==> config.mk <==
export PLATFORM = sky130hd
export DESIGN_NAME = tmvc_ctrl
export DESIGN_NICKNAME = d
export VERILOG_FILES = /design/src/hdl/tmvc_pkg.sv /design/src/hdl/tmvc_ctrl.sv
export SDC_FILE = /design/constraint.sdc
export NUM_CORES = 1
export LEC_CHECK = 0
export ABC_AREA = 1
export BUFFER_PORTS_ARGS = -buffer_cell sky130_fd_sc_hd__buf_2
export CORE_MARGIN = 3
export CORE_UTILIZATION = 45
export DETAILED_ROUTE_END_ITERATION = 8
export GPL_TIMING_DRIVEN = 1
export PLACE_DENSITY_LB_ADDON = 0.05
export RECOVER_POWER = 25
export SLEW_MARGIN = 20
export SYNTH_ARGS = -nofsm -noshare
export SYNTH_HDL_FRONTEND = slang
export SYNTH_SLANG_ARGS = --single-unit
==> constraint.sdc <==
create_clock -name clk -period 1.15 [get_ports clk]
set_input_delay 0.23 -clock clk [delete_from_list [all_inputs] [get_ports clk]]
set_output_delay 0.23 -clock clk [all_outputs]
set_load 0.05 [all_outputs]
==> src/hdl/tmvc_pkg.sv <==
// tmvc_pkg: shared types and constants of the text mode video card.
// Item and result structs, command codes, controller/datapath interface.
// No dependencies.
package tmvc_pkg;

    localparam int TEXT_AW   = 11;
    localparam int FONT_AW   = 12;
    localparam int REG_AW    = 6;
    localparam int COLUMNS   = 80;
    localparam int DIV_SHIFT = 14;

    localparam logic [15:0] CTRL_ADDR   = 16'hD5F6;
    localparam logic [7:0]  WINDOW_PAGE = 8'hD6;
    localparam logic [7:0]  REG_ID_ADDR = 8'h3A;
    localparam logic [7:0]  REG_ID_VAL  = 8'h01;
    localparam logic [7:0]  OPEN_BUS    = 8'hFF;

    localparam logic [REG_AW-1:0] REG_START0_LO = 6'h0C;
    localparam logic [REG_AW-1:0] REG_START0_HI = 6'h0D;
    localparam logic [REG_AW-1:0] REG_START1_LO = 6'h0E;
    localparam logic [REG_AW-1:0] REG_START1_HI = 6'h0F;
    localparam logic [REG_AW-1:0] REG_SPLIT_ROW = 6'h10;
    localparam logic [REG_AW-1:0] REG_CURS_ROW  = 6'h18;
    localparam logic [REG_AW-1:0] REG_CURS_COL  = 6'h19;

    typedef enum logic [1:0] {
        CMD_WRITE = 2'd0,
        CMD_READ  = 2'd1,
        CMD_FONT  = 2'd2,
        CMD_PIXEL = 2'd3
    } cmd_t;

    typedef struct packed {
        logic [1:0]  command;
        logic [15:0] address;
        logic [7:0]  data;
        logic [11:0] font_address;
        logic [8:0]  scanline;
        logic [6:0]  column;
        logic        blink;
    } item_t;

    typedef struct packed {
        logic [7:0] read_data;
        logic [7:0] pixels;
        logic [3:0] colour;
    } result_t;

    typedef struct packed {
        logic clear_en;
        logic load_item;
        logic do_write;
        logic text_rd;
        logic div_mul;
        logic div_sub;
        logic div_fix;
        logic pos_calc;
        logic font_rd;
        logic load_out;
    } ctrl_t;

    typedef struct packed {
        logic clear_done;
    } status_t;

endpackage

==> src/hdl/tmvc_ctrl.sv <==
// tmvc_ctrl: sequencer of the text mode video card.
// Steps each item through the datapath and owns the result valid flag.
// Depends on tmvc_pkg.
module tmvc_ctrl
    import tmvc_pkg::*;
(
    input  logic       clk,
    input  logic       rst_n,
    input  logic       item_valid,
    output logic       item_ready,
    input  logic [1:0] item_command,
    input  logic       result_ready,
    output logic       result_valid,
    output ctrl_t      ctrl,
    input  status_t    status
);

    typedef enum logic [10:0] {
        ST_CLEAR = 11'b000_0000_0001,
        ST_IDLE  = 11'b000_0000_0010,
        ST_WRITE = 11'b000_0000_0100,
        ST_READ  = 11'b000_0000_1000,
        ST_MUL   = 11'b000_0001_0000,
        ST_DIV   = 11'b000_0010_0000,
        ST_FIX   = 11'b000_0100_0000,
        ST_POS   = 11'b000_1000_0000,
        ST_TEXT  = 11'b001_0000_0000,
        ST_FONT  = 11'b010_0000_0000,
        ST_DONE  = 11'b100_0000_0000
    } state_t;

    state_t state_reg, state_next;
    logic   out_valid_reg, out_valid_next;

    assign item_ready   = (state_reg == ST_IDLE);
    assign result_valid = out_valid_reg;

    always_comb
    begin
        state_next = state_reg;
        ctrl       = '0;
        unique case (state_reg)
            ST_CLEAR:
            begin
                ctrl.clear_en = 1'b1;
                if (status.clear_done)
                begin
                    state_next = ST_IDLE;
                end
            end
            ST_IDLE:
            begin
                if (item_valid)
                begin
                    ctrl.load_item = 1'b1;
                    unique case (item_command) inside
                        CMD_WRITE, CMD_FONT: state_next = ST_WRITE;
                        CMD_READ:            state_next = ST_READ;
                        CMD_PIXEL:           state_next = ST_MUL;
                        default:             state_next = ST_IDLE;
                    endcase
                end
            end
            ST_WRITE:
            begin
                ctrl.do_write = 1'b1;
                state_next    = ST_DONE;
            end
            ST_READ:
            begin
                ctrl.text_rd = 1'b1;
                state_next   = ST_DONE;
            end
            ST_MUL:
            begin
                ctrl.div_mul = 1'b1;
                state_next   = ST_DIV;
            end
            ST_DIV:
            begin
                ctrl.div_sub = 1'b1;
                state_next   = ST_FIX;
            end
            ST_FIX:
            begin
                ctrl.div_fix = 1'b1;
                state_next   = ST_POS;
            end
            ST_POS:
            begin
                ctrl.pos_calc = 1'b1;
                state_next    = ST_TEXT;
            end
            ST_TEXT:
            begin
                ctrl.text_rd = 1'b1;
                state_next   = ST_FONT;
            end
            ST_FONT:
            begin
                ctrl.font_rd = 1'b1;
                state_next   = ST_DONE;
            end
            ST_DONE:
            begin
                if (!out_valid_reg || result_ready)
                begin
                    ctrl.load_out = 1'b1;
                    state_next    = ST_IDLE;
                end
            end
            default:
            begin
                state_next = ST_IDLE;
            end
        endcase
    end

    always_comb
    begin
        if (ctrl.load_out)
        begin
            out_valid_next = 1'b1;
        end
        else if (result_ready)
        begin
            out_valid_next = 1'b0;
        end
        else
        begin
            out_valid_next = out_valid_reg;
        end
    end

    always_ff @(posedge clk or negedge rst_n)
    begin
        if (!rst_n)
        begin
            state_reg     <= ST_CLEAR;
            out_valid_reg <= 1'b0;
        end
        else
        begin
            state_reg     <= state_next;
            out_valid_reg <= out_valid_next;
        end
    end

`ifndef ASSERT_OFF
    a_no_overwrite: assert property (@(posedge clk) disable iff (!rst_n)
        (out_valid_reg && !result_ready) |-> !ctrl.load_out)
        else $error("result overwritten while stalled");

    a_pixel_start: assert property (@(posedge clk) disable iff (!rst_n)
        (item_valid && item_ready && item_command == CMD_PIXEL) |=> state_reg == ST_MUL)
        else $error("pixel fetch did not start the divide");

    a_clear_end: assert property (@(posedge clk) disable iff (!rst_n)
        (state_reg == ST_CLEAR && status.clear_done)
            |=> (state_reg == ST_IDLE && !out_valid_reg))
        else $error("clearing pass did not end cleanly");
`endif

endmodule

==> impl_metrics.yaml, run 1 <==
cts:
  cts_buffer_depth: 2
  htree_levels: 1
  cts_sinks: 12
  cts_inserted_buffers: 3
  cts_root_buf: "clkbuf_4"
floorplan:
  die_w_um: 46.2
  die_h_um: 46.2
  num_rows: 13
  num_io_pins: 19
  start_util_pct: 52.0
synthesis:
  syn_area_um2: 727
  muxShareOfSynthArea_pct: 0
  synth_top_family_by_area: "simple AND/OR/NAND/NOR gates"
  synthAdderAreaFrac_pct: 0
  synth-xor-area-share_pct: 0
  ys_seq_area_share_pct: 41.5
  synth-simple-area-share_pct: 40.3
  synth_nets: 112
  synth_warnings: 0
  ys_seq_elements: 12
  avgSynthCellArea_um2: 6.92
  synth.distinct_cells: 17
  synthCells: 105
  synth_compound_area_share_pct: 3.79
run_status:
  firstError: "[ERROR DPL-0038] Utilization greater than 100%, impossible to legalize"
  stop_stage: "global routing (5_1_grt)"
  status: "stopped before the end"
placement:
  port_buffers: 18
  dp.cells: 159
  place_congestion: 0.808
  dp_hpwl_mm: 1.35
  dpl_cell_area_um2: 1070
global_route:
  grt_start_max_net_pins: 13
timing:
  grt_worst_setup_endpoint: "ctrl[3]"
  worst-ep-kind: "primary output"
[timing repair]
| action | 4_1_cts |
|---|---|
| hold buffers | 1 |
| endpoints found under the hold margin | 11 |
| pin swaps | 11 |
| gates resized for setup | 60 |
| cloned | 0 |
| buffers inserted | 5 |
| setup endpoints to repair | 23 |
[synth_stat cells]
master / n / area (um2)
nor3_1: 8 / 40.0
nor2_1: 16 / 60.1
buf_4: 1 / 7.51
inv_1: 25 / 93.8
nand2_4: 1 / 11.3
nand3_1: 6 / 30.0
nor3_2: 1 / 10.0
nand2_1: 20 / 75.1
nor2_2: 4 / 25.0
nand2_2: 2 / 12.5
dfstp_2: 1 / 26.3
o21bai_1: 1 / 7.51
o21ai_0: 4 / 20.0
dfrtp_1: 11 / 275
nand4_1: 1 / 6.26
inv_2: 1 / 3.75
nor2_4: 2 / 22.5
[per-stage QoR]
stage / setup slack [ns] / hold slack, ns / setup TNS, ns
after floorplan: -0.377 / -0.0656 / -3.40
after global placement: -0.390 / 0.115 / -4.63
after detailed placement: -0.398 / 0.120 / -4.87
after CTS: -0.548 / 0.124 / -6.83
[logic make-up after synthesis]
| group | after synthesis |
|---|---|
| DFF | 12 |
| buffers and inverters | 27 |
| AOI/OAI and AO/OA | 5 |
| and+or+nand+nor | 61 |
==> run 2: changes to the inputs <==
--- a/config.mk
+++ b/config.mk
@@ -7,11 +7,11 @@
 export LEC_CHECK = 0
 export ABC_AREA = 1
 export BUFFER_PORTS_ARGS = -buffer_cell sky130_fd_sc_hd__buf_2
-export CORE_MARGIN = 3
-export CORE_UTILIZATION = 45
+export CORE_AREA = 3 3 64 66
 export DETAILED_ROUTE_END_ITERATION = 8
+export DIE_AREA = 0 0 67 69
 export GPL_TIMING_DRIVEN = 1
-export PLACE_DENSITY_LB_ADDON = 0.05
+export PLACE_DENSITY_LB_ADDON = 0.15
 export RECOVER_POWER = 25
 export SLEW_MARGIN = 20
 export SYNTH_ARGS = -nofsm -noshare
==> constraint.sdc (replaced) <==
create_clock -name clk -period 1.5 [get_ports clk]
set_input_delay 0.3 -clock clk [delete_from_list [all_inputs] [get_ports clk]]
set_output_delay 0.3 -clock clk [all_outputs]
set_load 0.05 [all_outputs]
==> impl_metrics.yaml, run 2 <==
run_status:
  status: "complete, but fails checks"
  failed_checks: "setup timing"
cts:
  cts_root_buf: "clkbuf_8"
  clk_latency_ns: 0.24
  clkTransAtPathRegs_ns: 0.05
  cts_inserted_buffers: 3
  tritoncts: "yes"
  cts_buffer_depth: 2
  htree_levels: 1
  cts_sinks: 12
synthesis:
  synth_top_cell_area_share_pct: 37.9
  synth.distinct_cells: 17
  synth_edf_count: 0
  synth_top_family_by_area: "simple AND/OR/NAND/NOR gates"
  synth_top_cell_by_area: "dfrtp_1"
  muxShareOfSynthArea_pct: 0
  synth_nets: 112
  synthAdderAreaFrac_pct: 0
  ys.flop_type: "dfrtp_1"
  avgSynthCellArea_um2: 6.92
  synth_compound_area_share_pct: 3.79
  yosysMostFrequentCell: "inv_1"
  ys_seq_elements: 12
  syn_area_um2: 727
  synth_warnings: 0
  synth-xor-area-share_pct: 0
  ys_seq_area_share_pct: 41.5
  synth.area.top_cells: "dfrtp_1, inv_1, nand2_1"
  async_flop_share_pct: 100
  ys_top_cells_by_count: "inv_1, nand2_1, nor2_1"
  synthCells: 105
  synth-simple-area-share_pct: 40.3
detailed_routing:
  vias: 801
  finalWirelength_mm: 1.94
  wl_per_cell_um: 9.39
  drtPass1Iterations: 4
  drcViolationCount: 0
  drtIter0Drc: 8
  viasPerCell: 3.89
  ant_nets: 0
timing:
  rsz0062_at_grt: "yes"
  relSlewSlack_pct: 53.7
  setup_viol_count_final: 14
  finalClockSkew_ns: 0.000768
  fin_crit_sh_pct: 114
  setup_ws_ns: -0.207
  fmax_mhz: 586
  hold_slack_ns: 0.227
  finalCriticalPeriod_ns: 1.71
  final-max-slew-violation-count: 0
  worst_pin_slew_ns: 0.694
  hold_violations: 0
worst_setup_path:
  startpoint_type: "flip-flop"
  path_cells: "nor2_2, nand2_2, nor2_4, nand2_4, nor2_4, buf_8"
  reg2reg_to: "state_reg[1]$_DFFE_PN0P_"
  cpMaxStageDelayCell: "dfrtp_1"
  cp_max_fo: 4
  crit_end: "ctrl[8]"
  crit_type: "flip-flop to output port"
  timing.rr.start: "state_reg[10]$_DFFE_PN0P_"
  ff2ff_path_depth: 11
  reg2reg_setup_slack_ns: -0.10
  crit_required_ns: 1.20
  path_common_cell: "nor2_4"
  worst_ep_arrival_time_ns: 1.41
  crit_start: "state_reg[10]$_DFFE_PN0P_"
  endpoint_kind: "output port"
  cpPeakStageDelay_ns: 0.38
floorplan:
  die_w_um: 67
  num_rows: 22
  start_util_pct: 20.0
  coreArea_um2: 3630
  num_io_pins: 19
  die_h_um: 69
  dieArea_um2: 4620
placement:
  dpl_cell_area_um2: 1080
  port_buffers: 18
  dp_hpwl_mm: 1.55
  place_congestion: 0.837
finish:
  fillers: 410
  num_antenna_cells: 0
  postLayoutCellArea_um2: 1400
  area_delta_synth_final_pct: 93.1
  final_cell_mix: "buf_4, inv_1, nand2_1"
  drive_gt1_share_pct: 58.2
  nNetsFinal: 166
  mostFrequentLayoutCell: "buf_4"
  largest_reg_flops: 11
global_route:
  grt_pass1_wl_mm: 3.53
  grt_overflow: 0
  grt_pass1_vias: 834
  antenna_found_initial: 0
  grtUsageTotal_pct: 10.0
  grt_start_max_net_pins: 13
power_and_ir_drop:
  combPwrFrac_pct: 62.7
  ir_drop_uv: 812
  power.internal_mw: 1.18
  power.switching_uw: 827
  powerDensity_nw_per_um2: 1430
  pwr-share-seq_pct: 19.5
  power.static_leakage_nw: 0.754
  swShare_pct: 41.3
  pwr-share-clk_pct: 17.8
run:
  max-cap-violations: 0
min_path:
  hold_path_class: "input pin to flip-flop"
[run 2: cell families (layout without fill, tap and decap cells)]
family | count (synthesis) | after routing
simple gates | 61 | 61
buf+inv | 27 | 80
flops | 12 | 12
compound gates | 5 | 5
[run 2: critical path: cells and delay by family (launching register included)]
family        cells  cell delay, ns
buf+inv           1            0.15
flops             1            0.38
simple gates      5            0.62
[run 2: how the worst min path moves through the flow]
stage	to	cells after the start	from	slack [ns]
2_1_floorplan	result_valid$_DFFE_PN0P_	0	rst_n	0.004
3_3_place_gp	state_reg[8]$_DFFE_PN0P_	1	rst_n	0.20
3_5_place_dp	state_reg[9]$_DFFE_PN0P_	1	rst_n	0.21
4_1_cts	state_reg[3]$_DFFE_PN0P_	2	item_command[1]	0.22
5_1_grt	state_reg[3]$_DFFE_PN0P_	2	item_command[1]	0.23
6_report	state_reg[3]$_DFFE_PN0P_	2	item_command[1]	0.23
[run 2: metrics by stage]
| stage | cells | setup TNS (ns) | utilization (%) | total power, mW | setup WS [ns] |
|---|---|---|---|---|---|
| after floorplan | 105 | -0.289 | - | 0.948 | -0.136 |
| after global placement | 193 | -0.691 | 29.8 | 1.31 | -0.0997 |
| after detailed placement | 193 | -0.786 | 29.8 | 1.32 | -0.104 |
| after CTS | 204 | -2.57 | 37.1 | 1.96 | -0.239 |
| after global routing | 206 | -3.66 | 38.6 | 2.15 | -0.309 |
| final | 206 | -2.17 | 38.6 | 2.00 | -0.207 |
[run 2: timing repair]
item,in CTS,in global routing
setup buffers,6,5
pin swaps,9,14
endpoints found under the setup margin,12,16
resized for setup,48,14
endpoints found under the hold margin,11,0
hold buffers,1,0
[run 2: final cells by class]
class	instances	area (um2)	area share, %
sequential	12	302	21.5
multi-input combinational	66	444	31.6
clock buffer	4	55.1	3.92
timing repair buffer	50	442	31.5
inverter	26	101	7.22
tap	48	60.1	4.28
[run 2: layer usage]
layer / wire length (um) / global-route usage (%)
met5: 0 / 0
met4: 32 / 4.05
met3: 87 / 2.93
met2: 1030 / 16.7
met1: 789 / 11.7
[run 2: power groups by stage]
stage | clock, mW | sequential, mW | combinational, mW
floorplan | 0 | 0.413 | 0.535
global placement | 0 | 0.392 | 0.921
detailed placement | 0 | 0.393 | 0.923
CTS | 0.376 | 0.391 | 1.19
global route | 0.392 | 0.395 | 1.36
finish | 0.357 | 0.391 | 1.25
Note: power is estimated with default switching activity, not from simulation.
